## config.mk

```make
export PLATFORM = sky130hd
export DESIGN_NAME = mbg_nbr_unit
export DESIGN_NICKNAME = d
export VERILOG_FILES = /design/src/rtl/mbg_pkg.sv /design/src/rtl/mbg_nbr_unit.sv
export SDC_FILE = /design/constraint.sdc
export NUM_CORES = 1
export LEC_CHECK = 0
export BUFFER_PORTS_ARGS = -buffer_cell sky130_fd_sc_hd__buf_4
export CAP_MARGIN = 30
export CORE_MARGIN = 3
export CORE_UTILIZATION = 35
export DETAILED_ROUTE_END_ITERATION = 10
export PLACE_DENSITY = 0.73
export SETUP_SLACK_MARGIN = 0.4
export SYNTH_ARGS = -nofsm -noshare
export SYNTH_HDL_FRONTEND = slang
export SYNTH_SLANG_ARGS = --single-unit
```

## constraint.sdc

```tcl
create_clock -name vclk -period 3.1
set_clock_uncertainty 0.2 [all_clocks]
set_input_delay 0.155 -clock vclk [all_inputs]
set_output_delay 0.155 -clock vclk [all_outputs]
set_load 0.03 [all_outputs]
```

## src/rtl/mbg_pkg.sv

```systemverilog
`default_nettype none

package mbg_pkg;

  // grid size limits and reset value of the side register
  localparam int MAX_SIDE_DEF = 64;
  localparam int SIDE_MIN     = 2;
  localparam int SIDE_RESET   = 16;

  // field widths
  localparam int CFG_W      = 7;
  localparam int RND_W      = 15;
  localparam int CELL_OUT_W = 12;
  localparam int IN_TDATA_W = 16;
  localparam int TDATA_W    = 32;
  localparam int OUT_PAD_W  = TDATA_W - 2 * CELL_OUT_W - 2;

  // x mod 3 by reciprocal: q = (x * RECIP) >> SHIFT is exact for 15-bit x
  localparam int MOD3_RECIP = 43691;
  localparam int MOD3_SHIFT = 17;

  // neighbor order is also the carve direction code
  typedef enum logic [1:0] {
    DIR_UP    = 2'd0,
    DIR_RIGHT = 2'd1,
    DIR_DOWN  = 2'd2,
    DIR_LEFT  = 2'd3
  } dir_e;

endpackage

`default_nettype wire

```

## src/rtl/mbg_nbr_unit.sv

```systemverilog
`default_nettype none

// shared neighbor address unit: one add/subtract plus the grid bound checks
module mbg_nbr_unit #(
  parameter int MAX_SIDE = mbg_pkg::MAX_SIDE_DEF
) (
  input  wire logic [$clog2(MAX_SIDE*MAX_SIDE)-1:0]   cur_i,
  input  wire logic [$clog2(MAX_SIDE)-1:0]            col_i,
  input  wire logic [$clog2(MAX_SIDE+1)-1:0]          side_i,
  input  wire logic [$clog2(MAX_SIDE*MAX_SIDE+1)-1:0] total_i,
  input  wire mbg_pkg::dir_e                          dir_i,
  output logic      [$clog2(MAX_SIDE*MAX_SIDE)-1:0]   addr_o,
  output logic                                        inb_o
);

  localparam int CELL_W  = $clog2(MAX_SIDE * MAX_SIDE);
  localparam int TOTAL_W = $clog2(MAX_SIDE * MAX_SIDE + 1);
  localparam int SIDE_W  = $clog2(MAX_SIDE + 1);
  localparam int SW      = TOTAL_W + 1;

  logic [SW-1:0]     opa;
  logic [SW-1:0]     opb;
  logic [SW-1:0]     sum;
  logic              sub;
  logic [SIDE_W:0]   col_p1;

  always_comb begin
    opa    = SW'(cur_i);
    opb    = ((dir_i == mbg_pkg::DIR_UP) || (dir_i == mbg_pkg::DIR_DOWN)) ?
             SW'(side_i) : SW'(1);
    sub    = (dir_i == mbg_pkg::DIR_UP) || (dir_i == mbg_pkg::DIR_LEFT);
    sum    = sub ? (opa - opb) : (opa + opb);
    col_p1 = (SIDE_W + 1)'(col_i) + (SIDE_W + 1)'(1);
    case (dir_i)
      mbg_pkg::DIR_UP:    inb_o = (opa >= opb);
      mbg_pkg::DIR_RIGHT: inb_o = (col_p1 != (SIDE_W + 1)'(side_i));
      mbg_pkg::DIR_DOWN:  inb_o = (sum < SW'(total_i));
      mbg_pkg::DIR_LEFT:  inb_o = (col_i != '0);
      default:            inb_o = 1'b0;
    endcase
    addr_o = sum[CELL_W-1:0];
  end

endmodule

`default_nettype wire

```

==> results_dict.tcl, run 1 <==
set metrics [dict create \
    dpl-instance-area_mm2 0.002406 \
    residual_overflow_from_global_routing 0 \
    worst_path_arrival_ns 3.35 \
    period_minus_slack_ns 3.702 \
    wirelength_um 4511 \
    initial_utilization_pct 37.45 \
    p_per_area_mw_per_mm2 243.2 \
    yosys.area.top_type_share_pct 29.02 \
    final_hold_viol_count 0 \
    synthesis.nets 275 \
    final-max-slew-violation-count 0 \
    critical_path.endpoint_type "primary output" \
    placed_cells_incl_taps 339 \
    ant_nets 0 \
    final_nets 376 \
    drt-wirelength-per-cell_um 13.00 \
    synth_commonest_cells "sky130_fd_sc_hd__inv_1 (34), sky130_fd_sc_hd__ha_1 (33), sky130_fd_sc_hd__xnor2_1 (15)" \
    core_area_mm2 0.003799 \
    syn_area_per_cell_um2 7.113 \
    insertedDiodeCount 0 \
    synth_sequential_area_ratio_pct 0 \
    yosysUniqueCellTypes 44 \
    layout.clock_buffers 0 \
    numSequentialCells 0 \
    ff_latch_area_um2 0 \
    hold_class "input pin to primary output" \
    initialDrtViolationCount 38 \
    rsz0062_at_grt "yes" \
    min_period_over_period_pct 119.4 \
    timing.hold.ws_ns 0.4797 \
    power.leakage_nw 1.352 \
    violations "negative setup slack" \
    maximum_number_of_pins_on_one_net_before_global_route_repair 16 \
    grt.total_usage_pct 17.76 \
    ios 53 \
    met3_wirelength_from_detailed_routing_um 222 \
    most_instantiated_library_cell_after_synthesis "sky130_fd_sc_hd__inv_1" \
    irDropWorstVdd_v 0.00008899 \
    worst_slew_pin_slew_ns 0.3491 \
    detail_route.drc_violations 0 \
    met2_wirelength_um 2402 \
    place.port_buffers 53 \
    detailedRoute.firstPassIterationCount 4 \
    routabilityCongestion 0.8120 \
    hold_depth 3 \
    post_layout_nonfiller_instances 347 \
    synth_top_cell_by_area "sky130_fd_sc_hd__ha_1" \
    routed_via_density 5.052 \
    die_width_um 69.76 \
    postSynthCellCount 200 \
    clock.fmax_mhz 270.1 \
    synth.area.top_cells "sky130_fd_sc_hd__ha_1 (29%), sky130_fd_sc_hd__xnor2_1 (9.2%), sky130_fd_sc_hd__inv_1 (9.0%)" \
    route.layer.met1.wl_um 1836 \
    place_worst_setup_slack_ns -0.7735 \
    post_route_cells_drive_above_1_share_pct 53.51 \
    cts.hold.buffers_added 0 \
    area_delta_synth_final_pct 88.30 \
    grt_pass1_wl_um 7472 \
    finalWorstSetupSlack_ns -0.6022 \
    initial_antenna_violation_count 0 \
    min_delay_worst_endpoint "addr_o[9]" \
    critPathLaunchType "input pin" \
    chipHeight_um 69.76 \
    die_area_mm2 0.004866 \
    via_count_of_the_first_global_routing_pass 1758 \
    n_fill_cell 326 \
    routed-via-count 1753 \
    timing.max_slew.rel_slack_pct 76.51 \
    route.top_layer_used "met4" \
    cp.required_ns 2.74 \
    run_status "finished with violations" \
    place_hpwl_um 3713 \
    std_cell_rows 22 \
    timing_worst_setup_path_type "input pin to primary output" \
    drv_cap 0 \
    setup_violations 1 \
    min_from "cur_i[9]" \
    postLayoutCellArea_mm2 0.002679 \
    critical_path.max_fanout 6 \
    syn-cell-area_mm2 0.001423 \
    yosysWarningCount 0 \
]
critical path, cell delays in order:
cell and delay (ns):
sky130_fd_sc_hd__buf_12 0.11, sky130_fd_sc_hd__inv_6 0.05, sky130_fd_sc_hd__ha_4 0.11, sky130_fd_sc_hd__or2_4 0.17, sky130_fd_sc_hd__nand2b_4 0.08, sky130_fd_sc_hd__ha_4 0.18, sky130_fd_sc_hd__fa_2 0.37, sky130_fd_sc_hd__nor2b_2 0.13
sky130_fd_sc_hd__o21ai_2 0.08, sky130_fd_sc_hd__a21boi_2 0.15, sky130_fd_sc_hd__o21ai_2 0.09, sky130_fd_sc_hd__a21o_1 0.22, sky130_fd_sc_hd__a31oi_2 0.19, sky130_fd_sc_hd__xnor2_2 0.14, sky130_fd_sc_hd__ha_1 0.27, sky130_fd_sc_hd__nand4_1 0.10
sky130_fd_sc_hd__a221oi_2 0.05, sky130_fd_sc_hd__o2111ai_1 0.27, sky130_fd_sc_hd__o211ai_1 0.15, sky130_fd_sc_hd__a21oi_2 0.15, sky130_fd_sc_hd__buf_6 0.14
stage by stage:
stage                     power (mW)  utilization (%)  TNS, ns
after floorplan               0.3331                -  -0.5331
after CTS                     0.6200            67.65  -0.5434
after global placement        0.5580            63.34  -0.6669
after detailed placement      0.5727            63.34  -0.7735
after global routing          0.7048            70.52  -0.8098
final                         0.6514            70.52  -0.6022
timing repair:
item | 4_1_cts | 5_1_grt
setup buffers | 7 | 1
endpoints found under the setup margin | 7 | 8
resized for setup | 24 | 20
pin swaps | 33 | 15
cloned | 0 | 0
layout make-up:
type	count	area [um^2]	area share (%)
inverter	34	147.6	5.511
multi-input combinational	161	1620	60.49
tap	48	60.06	2.242
timing repair buffer	104	850.8	31.76
cell families after synthesis:
family | Yosys count | share of synthesized area (%)
XOR/XNOR | 19 | 11.70
AND/OR/NAND/NOR | 50 | 18.38
buffers and inverters | 39 | 10.99
adder cells (fa/ha/maj) | 35 | 31.84
multiplexers | 2 | 1.407
AO/OA/AOI/OAI | 55 | 25.68
worst max-delay path by stage:
stage / endpoint / cells past startpoint / start / slack (ns)
after floorplan: inb_o / 20 / dir_i[0] / -0.53
after global placement: inb_o / 20 / dir_i[0] / -0.67
after detailed placement: inb_o / 21 / dir_i[0] / -0.77
after CTS: inb_o / 21 / dir_i[0] / -0.54
after global routing: inb_o / 21 / dir_i[1] / -0.80
final: inb_o / 21 / dir_i[1] / -0.60
metal layers:
layer,vias to the layer above,track usage [%]
li1,887,-
met4,0,1.277
met2,48,35.70
met1,812,20.74
met3,6,1.739
met5,-,0
placed cells by master (no fill, tap or decap), drive strengths merged, types with 2 or more instances in the layout:
| cell type | count |
|---|---|
| nand3 | 5 |
| xnor2 | 15 |
| o21a | 5 |
| a32oi | 2 |
| a21boi | 2 |
| a21o | 5 |
| ha | 33 |
| or3 | 2 |
| nand2 | 12 |
| a21oi | 11 |
| a22oi | 2 |
| nor2b | 3 |
| nand2b | 4 |
| nor2 | 10 |
| xor2 | 4 |
| o21ai | 15 |
| o21bai | 2 |
| mux2i | 2 |
| fa | 2 |
| o311ai | 2 |
| inv | 34 |
| and3 | 4 |
| nor3 | 2 |
| buf | 104 |
| a31oi | 2 |
| nand4 | 3 |
where the power goes:
part | leakage (nW) | internal (mW) | switching [mW]
Clock | 0 | 0 | 0
Combinational | 1.35 | 0.338 | 0.313
Sequential | 0 | 0 | 0
Total | 1.35 | 0.338 | 0.313
No activity file was read; power rests on OpenSTA's default activity.
==> inputs of run 2 (changes only) <==
--- a/config.mk
+++ b/config.mk
@@ -7,6 +7,7 @@
 export LEC_CHECK = 0
 export BUFFER_PORTS_ARGS = -buffer_cell sky130_fd_sc_hd__buf_4
 export CAP_MARGIN = 30
+export CORE_ASPECT_RATIO = 1.1
 export CORE_MARGIN = 3
 export CORE_UTILIZATION = 35
 export DETAILED_ROUTE_END_ITERATION = 10
==> results_dict.tcl, run 2 (same netlist as run 1, synthesis figures left out) <==
set metrics [dict create \
    critPathMostFrequentCell "sky130_fd_sc_hd__ha_4" \
    final_cell_mix "sky130_fd_sc_hd__buf_4 (89), sky130_fd_sc_hd__inv_1 (28), sky130_fd_sc_hd__ha_1 (20), sky130_fd_sc_hd__buf_6 (14)" \
    critical_path.endpoint_type "primary output" \
    power.leakage_nw 1.355 \
    via_count_of_the_first_global_routing_pass 1696 \
    die_width_um 66.79 \
    timing.max_slew.rel_slack_pct 73.41 \
    critical_path.max_stage_delay_ns 0.30 \
    finalWorstSetupSlack_ns -0.5730 \
    routed_via_density 5.028 \
    period_minus_slack_ns 3.673 \
    critical_path.max_fanout 5 \
    rsz0062_at_grt "yes" \
    power.sequential.fraction_pct 0 \
    placed_cells_incl_taps 343 \
    worst_path_arrival_ns 3.32 \
    detail_route.drc_violations 0 \
    detailedRoute.firstPassIterationCount 4 \
    final-max-slew-violation-count 0 \
    ant_nets 0 \
    switching_power_uw 316.9 \
    critPathLaunchType "input pin" \
    post-route-util_pct 72.88 \
    maximum_number_of_pins_on_one_net_before_global_route_repair 16 \
    violations "negative setup slack" \
    wirelength_um 4328 \
    routed-via-count 1765 \
    layout.cells.most_common "sky130_fd_sc_hd__buf_4" \
    clock.fmax_mhz 272.3 \
    grt.total_usage_pct 17.27 \
    place_worst_setup_slack_ns -0.7414 \
    grt_pass1_wl_um 6900 \
    clock_power_share_pct 0 \
    post_route_cells_drive_above_1_share_pct 54.82 \
    place_hpwl_um 3585 \
    setup_violations 1 \
    ios 53 \
    internal_power_uw 353.4 \
    cpMaxStageDelayCell "sky130_fd_sc_hd__or2_4" \
    drv_cap 0 \
    irDropWorstVdd_v 0.00009009 \
    run_status "finished with violations" \
    post_layout_nonfiller_instances 351 \
    numSequentialCells 0 \
    min_period_over_period_pct 118.5 \
    sw_frac_of_total_pct 47.28 \
    insertedDiodeCount 0 \
    final_nets 378 \
    drt-wirelength-per-cell_um 12.33 \
    worst_slew_pin_slew_ns 0.3952 \
    dpl-instance-area_mm2 0.002436 \
    chipHeight_um 72.87 \
    die_area_mm2 0.004866 \
    routabilityCongestion 0.9249 \
    final_hold_viol_count 0 \
    p_per_area_mw_per_mm2 243.9 \
    place.port_buffers 53 \
    ff_latch_area_um2 0 \
    share_of_power_burned_in_combinational_logic_pct 100.0 \
    initial_antenna_violation_count 0 \
    area_delta_synth_final_pct 93.14 \
    postLayoutCellArea_mm2 0.002748 \
    cp.required_ns 2.74 \
    core_area_mm2 0.003770 \
    std_cell_rows 23 \
    cp_cell_sequence "buf_12 -> inv_12 -> ha_4 -> or2_4 -> buf_12 -> nand2_8 -> ha_4 -> and3_4 -> o21ai_4 -> a31oi_2 -> o21ai_2 -> nand2b_1 -> o21ai_4 -> xor2_4 -> ha_4 -> a21oi_2 -> o21ai_1 -> o2111ai_2 -> o211ai_1 -> a21oi_2 -> buf_6" \
    initialDrtViolationCount 57 \
    hold_class "input pin to primary output" \
    residual_overflow_from_global_routing 0 \
    timing_worst_setup_path_type "input pin to primary output" \
    initial_utilization_pct 37.74 \
    layout.clock_buffers 0 \
]
==> run 2: path summary, 6_finish.rpt <==
| kind | depth (start not counted) | startpoint | end |
|---|---|---|---|
| max | 21 | dir_i[0] | inb_o |
| min | 4 | cur_i[11] | addr_o[11] |
==> run 2: power by group through the flow <==
stage / Combinational, mW / Sequential [mW] / Clock [mW]
CTS: 0.622 / 0 / 0
floorplan: 0.333 / 0 / 0
global route: 0.727 / 0 / 0
finish: 0.670 / 0 / 0
detailed placement: 0.578 / 0 / 0
global placement: 0.565 / 0 / 0
==> run 2: timing repair <==
item                                    CTS  global route
setup buffers                             4             4
endpoints found under the setup margin    7             8
gates resized for setup                  25            26
hold buffers                              0             0
pin swaps                                28            11
==> run 2: worst max-delay path, delay by kind of cell <==
kind | cells | cell delay [ns]
AOI/OAI and AO/OA | 9 | 1.31
and+or+nand+nor | 4 | 0.68
adders and majority gates | 3 | 0.57
buffers and inverters | 4 | 0.42
xor gates and xnor gates | 1 | 0.20
==> run 2: routing by layer <==
layer	routed length, um	up-vias	global-route usage, %
li1	-	896	-
met1	1741	803	20.32
met2	2318	60	34.47
met3	235	6	1.233
met4	33	0	1.580
met5	0	-	0
==> run 2: area by class of cell <==
type | instances | area [um^2]
inverter | 34 | 147.6
fill | 285 | 1022
multi-input combinational | 161 | 1657
timing repair buffer | 106 | 880.8
tap | 50 | 62.56
==> run 2: metrics by stage <==
stage	hold WS (ns)	TNS [ns]	power, mW
2_1_floorplan	0.2069	-0.5331	0.3331
3_3_place_gp	0.4885	-0.6497	0.5650
3_5_place_dp	0.4892	-0.7414	0.5781
4_1_cts	0.5411	-0.5389	0.6215
5_1_grt	0.5587	-0.7673	0.7269
6_report	0.5396	-0.5730	0.6702
