`config.mk`:
```
export PLATFORM = sky130hd
export DESIGN_NAME = mbg_pick
export DESIGN_NICKNAME = d
export VERILOG_FILES = /design/src/rtl/mbg_pkg.sv /design/src/rtl/mbg_pick.sv
export SDC_FILE = /design/constraint.sdc
export NUM_CORES = 1
export LEC_CHECK = 0
export BUFFER_PORTS_ARGS = -buffer_cell sky130_fd_sc_hd__buf_2
export CELL_PAD_IN_SITES_DETAIL_PLACEMENT = 0
export CELL_PAD_IN_SITES_GLOBAL_PLACEMENT = 1
export CORE_ASPECT_RATIO = 1.1
export CORE_MARGIN = 2
export CORE_UTILIZATION = 25
export DETAILED_ROUTE_END_ITERATION = 6
export PLACE_DENSITY = 0.57
export SYNTH_ARGS = -nofsm -noshare
export SYNTH_HDL_FRONTEND = slang
export SYNTH_SLANG_ARGS = --single-unit
export TNS_END_PERCENT = 20
```
`constraint.sdc`:
```
create_clock -name vclk -period 9.25
set_clock_uncertainty 0.2 [all_clocks]
set_input_delay 1.3875 -clock vclk [all_inputs]
set_output_delay 1.3875 -clock vclk [all_outputs]
set_load 0.005 [all_outputs]
```
`src/rtl/mbg_pkg.sv`:
```
`default_nettype none

package mbg_pkg;

  // grid size limits and reset value of the side register
  localparam int MAX_SIDE_DEF = 64;
  localparam int SIDE_MIN     = 2;
  localparam int SIDE_RESET   = 16;

  // field widths
  localparam int CFG_W      = 7;
  localparam int RND_W      = 15;
  localparam int CELL_OUT_W = 12;
  localparam int IN_TDATA_W = 16;
  localparam int TDATA_W    = 32;
  localparam int OUT_PAD_W  = TDATA_W - 2 * CELL_OUT_W - 2;

  // x mod 3 by reciprocal: q = (x * RECIP) >> SHIFT is exact for 15-bit x
  localparam int MOD3_RECIP = 43691;
  localparam int MOD3_SHIFT = 17;

  // neighbor order is also the carve direction code
  typedef enum logic [1:0] {
    DIR_UP    = 2'd0,
    DIR_RIGHT = 2'd1,
    DIR_DOWN  = 2'd2,
    DIR_LEFT  = 2'd3
  } dir_e;

endpackage

`default_nettype wire

```
`src/rtl/mbg_pick.sv`:
```
`default_nettype none

// picks entry (random mod count) among the open neighbors
module mbg_pick (
  input  wire logic [3:0]                 mask_i,
  input  wire logic [mbg_pkg::RND_W-1:0]  rnd_i,
  output logic                            any_o,
  output mbg_pkg::dir_e                   dir_o
);

  logic [2:0]  cnt;
  logic [31:0] prod;
  logic [14:0] q3;
  logic [16:0] q3x3;
  logic [1:0]  r3;
  logic [1:0]  k;
  logic [2:0]  seen;

  always_comb begin
    cnt  = 3'(mask_i[0]) + 3'(mask_i[1]) + 3'(mask_i[2]) + 3'(mask_i[3]);
    prod = 32'(rnd_i) * 32'(mbg_pkg::MOD3_RECIP);
    q3   = 15'(prod >> mbg_pkg::MOD3_SHIFT);
    q3x3 = {2'b00, q3} + {1'b0, q3, 1'b0};
    r3   = 2'(17'(rnd_i) - q3x3);
    case (cnt)
      3'd2:    k = {1'b0, rnd_i[0]};
      3'd3:    k = r3;
      3'd4:    k = rnd_i[1:0];
      default: k = 2'd0;
    endcase
    any_o = (cnt != 3'd0);
    dir_o = mbg_pkg::DIR_UP;
    seen  = 3'd0;
    for (int i = 0; i < 4; i++) begin
      if (mask_i[i]) begin
        if (seen == {1'b0, k}) begin
          dir_o = mbg_pkg::dir_e'(2'(i));
        end
        seen = seen + 3'd1;
      end
    end
  end

endmodule

`default_nettype wire

```
==> results of run 1 <==
cells in the mapped netlist (all sizes together):
master | n | area (um^2)
and3b | 1 | 8.76
o21a | 2 | 15.0
clkbuf | 1 | 3.75
nand4 | 2 | 12.5
and2 | 1 | 6.26
fa | 44 | 881
nand3b | 1 | 7.51
and3 | 1 | 11.3
xnor2 | 16 | 140
ha | 68 | 851
inv | 59 | 221
o211ai | 3 | 22.5
a32o | 1 | 10.0
a221o | 1 | 10.0
or3 | 1 | 6.26
nand3 | 4 | 20.0
o31a | 1 | 8.76
nand2 | 7 | 26.3
a211oi | 2 | 15.0
mux2i | 4 | 40.0
nor2b | 2 | 12.5
nor3b | 1 | 7.51
a21oi | 10 | 50.1
buf | 1 | 5.00
nor2 | 5 | 18.8
xor2 | 8 | 70.1
a21o | 1 | 8.76
nand2b | 1 | 6.26
a32oi | 2 | 25.0
o21ai | 4 | 20.0
nor3 | 1 | 5.00
worst min-delay path, cell delays in order:
cell     delay [ps]
buf_2           120
nand2_1          60
mux2i_1          50
buf_2           120
cell families (layout without fill, tap and decap cells):
logic type / after synthesis / count (layout)
mux: 4 / 4
simple gates: 28 / 28
buf+inv: 61 / 91
fa+ha+maj: 112 / 112
compound gates: 27 / 27
xor+xnor: 24 / 24
per-stage QoR:
| step | instances | hold slack (ps) | utilization [%] | worst slack, ps |
|---|---|---|---|---|
| 6_report | 406 | 2930 | 30.6 | 327 |
| 5_1_grt | 406 | 3000 | 30.6 | -2.55 |
| 4_1_cts | 403 | 2940 | 28.8 | 46.9 |
| 3_5_place_dp | 403 | 2940 | 28.8 | 66.9 |
| 3_3_place_gp | 403 | 2930 | 28.8 | 155 |
| 2_1_floorplan | 256 | 2670 | - | 643 |
repair_timing:
action / 4_1_cts / 5_1_grt
resized for setup: 0 / 33
endpoints found under the setup margin: 0 / 2
buffers inserted: 0 / 3
layout make-up:
class	count	area, um^2	area share [%]
Timing Repair Buffer	32	195	6.44
Multi-Input combinational cell	195	2460	81.2
Tap cell	120	150	4.96
Inverter	59	224	7.39
worst max-delay path by stage:
stage / cells past startpoint / startpoint / to
global placement: 28 / rnd_i[9] / dir_o[1]
global route: 28 / rnd_i[9] / dir_o[0]
CTS: 29 / rnd_i[9] / dir_o[1]
finish: 28 / rnd_i[9] / dir_o[1]
floorplan: 28 / rnd_i[9] / dir_o[1]
detailed placement: 29 / rnd_i[9] / dir_o[1]
cell usage in the layout (no fill, tap or decap), drive strengths merged:
cell / Yosys / layout
xnor2: 16 / 16
a21oi: 10 / 10
or3: 1 / 1
nor3b: 1 / 1
nor3: 1 / 1
nor2: 5 / 5
nand2: 7 / 7
xor2: 8 / 8
a211oi: 2 / 2
and3b: 1 / 1
a221o: 1 / 1
and2: 1 / 1
nand2b: 1 / 1
buf: 1 / 32
ha: 68 / 68
o211ai: 3 / 3
nand3: 4 / 4
nand3b: 1 / 1
and3: 1 / 1
nand4: 2 / 2
a32o: 1 / 1
inv: 59 / 59
a21o: 1 / 1
a32oi: 2 / 2
mux2i: 4 / 4
nor2b: 2 / 2
o21a: 2 / 2
o31a: 1 / 1
fa: 44 / 44
o21ai: 4 / 4
routing by layer:
layer	routed length, um	track usage [%]
met1	2480	14.3
met2	2400	17.5
met3	99	0.0636
met4	0	0
met5	0	0
==> impl_metrics.tcl, run 1 <==
set metrics [dict create \
    drv_cap 0 \
    start_util_pct 25.7 \
    fmax_ghz 0.112 \
    ys_types 33 \
    layout-drive-gt1-share_pct 21.0 \
    postCtsHoldBufs 0 \
    grt_pass1_wl_um 8910 \
    syn-num-nets 387 \
    synthMuxAreaShare_pct 1.57 \
    setup_violations 0 \
    wl_per_cell_um 12.3 \
    syn_avg_cell_area_um2 9.95 \
    antenna_found_initial 0 \
    diodes 0 \
    remaining_drc_errors 0 \
    netlist_area_um2 2550 \
    numPortBuffers 22 \
    core-area_um2 9890 \
    grt_max_degree 10 \
    relSlewSlack_pct 81.3 \
    nFillCells 1062 \
    slew_violations 0 \
    hold_viol 0 \
    grtUsageTotal_pct 9.85 \
    grt_pass1_vias 1894 \
    synthAdderAreaFrac_pct 68.0 \
    setup-tns-final_ps 0 \
    synth_cells 256 \
    clock_buffers 0 \
    worst_setup_path_end_kind "output port" \
    crit_required_ps 7660 \
    area_delta_synth_final_pct 19.0 \
    dieHeight_um 110 \
    num_rows 38 \
    critPathTopFamily "adder cells" \
    synth_warnings 0 \
    stdcell_area_um2 3030 \
    num_vias 1747 \
    synth_simple_gate_area_share_pct 5.85 \
    cp_num_buf_inv 7 \
    cp_slowest_stage_delay_ps 540 \
    ant_nets 0 \
    crit_fanout 6 \
    fin_crit_ps 8920 \
    place_congestion 0.751 \
    yosysSeqAreaShare_pct 0 \
    via_per_inst 4.30 \
    hold_class "in2out" \
    layout.nets 419 \
    drt_iter0_drc 20 \
    outcome "complete, no violations" \
    drt_wl_total_um 4980 \
    synth_compound_area_share_pct 7.27 \
    seq_cells 0 \
    fp.dieW_um 100 \
    synth_xor_area_share_pct 8.26 \
    holdPathStages 4 \
    dpl.hpwl_um 4700 \
    synth_top_family_by_area "adder cells" \
    worstMarginPinSlew_ps 281 \
    boundaryPins 22 \
    start_kind "primary input" \
    arrival_ps 7340 \
    die_area_um2 11000 \
    grt_overflow 0 \
    crit_type "in2out" \
    postPlaceCellArea_um2 2850 \
    fin_crit_sh_pct 96.5 \
    hp-start "mask_i[3]" \
    min_to "dir_o[0]" \
    seqCellArea_um2 0 \
    firstDrtPassIters 4 \
    slowest_stage "fa_1" \
]
Power of run 1 is left out: the tool's default activity adds up to more than one toggle a clock period on the data nets, which glitch-free logic cannot reach.
==> run 2, diff against run 1 <==
CORE_ASPECT_RATIO = 0.8   (was 1.1)
==> run 2 against run 1 <==
Core utilization is 0.54 points higher. Sequential cell count stayed put. Setup slack worse by 26 ps. Via count is 0.57% lower. Count of clock-buffer cells in the layout stayed put. Sequential share of layout area stayed put. Critical path depth is 1 lower. Design area is 0.54% higher. Hold slack worse by 3.4 ps. Critical endpoint unchanged. Die area hardly changed. Routed wire length is 0.72% higher. Highest routed layer unchanged. Largest cell class unchanged.
==> impl_metrics.tcl, run 2 (synthesis results as in run 1) <==
set metrics [dict create \
    layout-drive-gt1-share_pct 20.6 \
    grt_pass1_wl_um 8690 \
    cp_num_buf_inv 5 \
    dpl.hpwl_um 4730 \
    hold_class "in2out" \
    slowest_stage "fa_1" \
    stdcell_area_um2 3050 \
    core-area_um2 9770 \
    arrival_ps 7360 \
    start_kind "primary input" \
    wl_per_cell_um 11.9 \
    hp-start "mask_i[3]" \
    cp_slowest_stage_delay_ps 560 \
    fmax_ghz 0.112 \
    boundaryPins 22 \
    postPlaceCellArea_um2 2900 \
    numPortBuffers 22 \
    firstDrtPassIters 4 \
    crit_fanout 3 \
    die_area_um2 11000 \
    fp.dieW_um 117 \
    drt_iter0_drc 14 \
    ant_nets 0 \
    worstMarginPinSlew_ps 324 \
    crit_type "in2out" \
    grt_max_degree 10 \
    fin_crit_ps 8950 \
    relSlewSlack_pct 78.3 \
    remaining_drc_errors 0 \
    setup_violations 0 \
    final_cell_mix "59 x ha_1, 56 x inv_1, 42 x fa_1" \
    place_congestion 0.756 \
    grt_pass1_vias 1759 \
    critPathTopFamily "adder cells" \
    multi_input_area_um2 2460 \
    diodes 0 \
    clock_buffers 0 \
    start_util_pct 26.1 \
    worst_setup_path_end_kind "output port" \
    fin_crit_sh_pct 96.7 \
    grtUsageTotal_pct 9.83 \
    crit_required_ps 7660 \
    cts_resized 0 \
    antenna_found_initial 0 \
    drt_wl_total_um 5010 \
    layout.nets 420 \
    mostFrequentLayoutCell "ha_1" \
    seq_cells 0 \
    seqCellArea_um2 0 \
    dieHeight_um 94.3 \
    nFillCells 1071 \
    post_cts_buffers 0 \
    num_rows 32 \
    area_delta_synth_final_pct 19.6 \
    crit_path_start "rnd_i[9]" \
    num_vias 1737 \
    postCtsHoldBufs 0 \
    grt_overflow 0 \
    outcome "complete, no violations" \
    hold_viol 0 \
    via_per_inst 4.11 \
    slew_violations 0 \
    drv_cap 0 \
]
## run 2: stage by stage
step	worst slack, ps	hold slack (ps)	std cells	setup TNS (ps)	utilization (%)
6_report	301	2930	423	0	31.2
5_1_grt	-26.7	2960	423	-26.7	31.2
4_1_cts	56.9	2930	423	0	29.7
3_5_place_dp	96.3	2930	423	0	29.7
3_3_place_gp	126	2930	423	0	29.7
2_1_floorplan	643	2670	256	0	-
## run 2: final cells by class
cell class,count,area share [%]
multi-input combinational,195,80.7
inverter,59,7.27
timing repair buffer,33,6.45
tap,136,5.59
## run 2: final timing paths
kind / to / slack [ps] / cells past startpoint
setup / recovery: dir_o[1] / 300 / 27
hold / removal: dir_o[0] / 2930 / 4
## run 2: routing by layer
metal	vias up	global-route usage (%)	wire, um
li1	898	-	-
met1	821	17.7	3010
met2	18	13.3	1940
met3	0	0.0645	62
met4	0	0	0
met5	-	0	0
Power of run 2 is left out for the same reason.
==> run 3, diff against run 2 <==
ABC_AREA = 1   (was default)
PLACE_DENSITY = 0.58   (was 0.57)
==> run 3 against run 2 <==
Count of clock-buffer cells in the layout unchanged. Global-route usage decreased by 0.079 points. Sequential share of layout area unchanged. Non-clock buffer count decreased by 11. Core utilization decreased by 2.9 points. Setup slack improved by 92 ps. First-iteration DRC count increased to 4.6 times the previous value. Critical path type unchanged. Hold slack improved by 120 ps. Cell count increased by 21%. Design area increased by 0.70%. Synthesized cell count increased by 34%.
==> impl_metrics.tcl, run 3 <==
set metrics [dict create \
    fin_crit_ps 8860 \
    numPortBuffers 22 \
    stdcell_area_um2 3070 \
    synth.top_cell.area_share_pct 31.8 \
    dieHeight_um 98.1 \
    synth_top_cells_by_count "87 x inv_1, 74 x nand2_1, 68 x ha_1, 44 x fa_1, 17 x nand3_1" \
    nFillCells 1202 \
    setup-tns-final_ps 0 \
    grt_overflow 0 \
    arrival_ps 7270 \
    cp_num_buf_inv 5 \
    grt_pass1_vias 2128 \
    boundaryPins 22 \
    slowest_stage "fa_1" \
    critPathTopFamily "adder cells" \
    num_vias 2128 \
    synth_area_leader_cell "fa_1" \
    relSlewSlack_pct 66.5 \
    fmax_ghz 0.113 \
    antenna_found_initial 0 \
    clock_buffers 0 \
    hold_class "in2out" \
    fin_util_pct 28.3 \
    drv_cap 0 \
    synth_most_common_cell "inv_1" \
    drt_wl_total_um 5420 \
    dpl.hpwl_um 5210 \
    mostFrequentLayoutCell "inv_1" \
    area_delta_synth_final_pct 10.8 \
    grtUsageTotal_pct 9.75 \
    layout-drive-gt1-share_pct 9.84 \
    endpoint "dir_o[1]" \
    crit_required_ps 7660 \
    core-area_um2 10800 \
    postCtsHoldBufs 0 \
    setup_violations 0 \
    layout.nets 499 \
    worst_setup_path_end_kind "output port" \
    firstDrtPassIters 4 \
    diodes 0 \
    grt_pass1_wl_um 9660 \
    postLayoutSetupSlackWorst_ps 392 \
    worstMarginPinSlew_ps 503 \
    start_kind "primary input" \
    drt_iter0_drc 64 \
    wl_per_cell_um 10.6 \
    die_area_um2 11900 \
    crit_type "in2out" \
    yosysSeqAreaShare_pct 0 \
    cp_slowest_stage_delay_ps 570 \
    seq_cells 0 \
    synth.top_cells.by_area "fa_1 32%, ha_1 31%, inv_1 12%, nand2_1 10%, nand3_1 3.1%" \
    multi_input_area_um2 2450 \
    outcome "complete, no violations" \
    pre_cts_ws_ps 351 \
    crit_path_start "rnd_i[9]" \
    hold_viol 0 \
    postPlaceCellArea_um2 3060 \
    num_rows 34 \
    start_util_pct 25.5 \
    rsz0062_at_grt "false" \
    path_depth 29 \
    seqCellArea_um2 0 \
    synth_cells 344 \
    synth_warnings 0 \
    fp.dieW_um 122 \
    hp-start "mask_i[3]" \
    slew_violations 0 \
    place_congestion 0.805 \
    cts_resized 0 \
    ys_types 24 \
    remaining_drc_errors 0 \
    post_cts_buffers 0 \
    syn-num-nets 475 \
    grt_max_degree 10 \
    ant_nets 0 \
    critPathMostFrequentCell "nand2_1" \
    syn_avg_cell_area_um2 8.05 \
    netlist_area_um2 2770 \
    via_per_inst 4.17 \
    crit_fanout 4 \
    final_cell_mix "87 x inv_1, 74 x nand2_1, 68 x ha_1" \
    fin_crit_sh_pct 95.8 \
]
[run 3: changes by cell type after synthesis, sizes merged, moves of 3 or more]
cell / before / now
a21oi: 10 / 13
inv: 59 / 88
mux2i: 4 / 0
nand2: 7 / 79
nand3: 4 / 21
nor2: 5 / 8
nor3: 1 / 4
o211ai: 3 / 0
xnor2: 16 / 5
xor2: 8 / 2
[run 3: cells by family after synthesis]
logic type               synth area share, %
AO/OA/AOI/OAI                           4.79
buffers and inverters                   11.9
XOR/XNOR                                2.21
adder cells (fa/ha/maj)                 62.5
AND/OR/NAND/NOR                         18.5
[run 3: through the flow]
step | cells | hold slack (ps)
after CTS | 510 | 3050
after floorplan | 344 | 2800
final | 510 | 3050
after detailed placement | 510 | 3050
after global placement | 510 | 3040
after global routing | 510 | 3080
[run 3: per-layer routing]
metal	GRT usage, %	vias to the layer above	part of all wire, %
li1	-	1117	-
met3	0.0584	0	1.0
met5	0	-	0
met1	14.3	1005	53
met4	0	0	0
met2	17.2	6	46
[run 3: tightest hold or removal path, cell delays in order]
cell and delay [ps]:
buf_2 110, o211a_1 130, nand3_2 70, nand2_1 40
buf_2 110
[run 3: area by class of cell]
class              instances  share of cell area (%)
repair buffers            22                    3.59
well taps                144                    5.88
inverters                 88                    10.8
multi-input cells        256                    79.8
[run 3: worst min path at each step]
| stage | endpoint | slack [ps] | cells past startpoint |
|---|---|---|---|
| 2_1_floorplan | dir_o[0] | 2800 | 4 |
| 3_3_place_gp | dir_o[1] | 3040 | 6 |
| 3_5_place_dp | dir_o[0] | 3050 | 5 |
| 4_1_cts | dir_o[0] | 3050 | 5 |
| 5_1_grt | dir_o[0] | 3080 | 5 |
| 6_report | dir_o[0] | 3050 | 5 |
Power of run 3 is left out for the same reason.
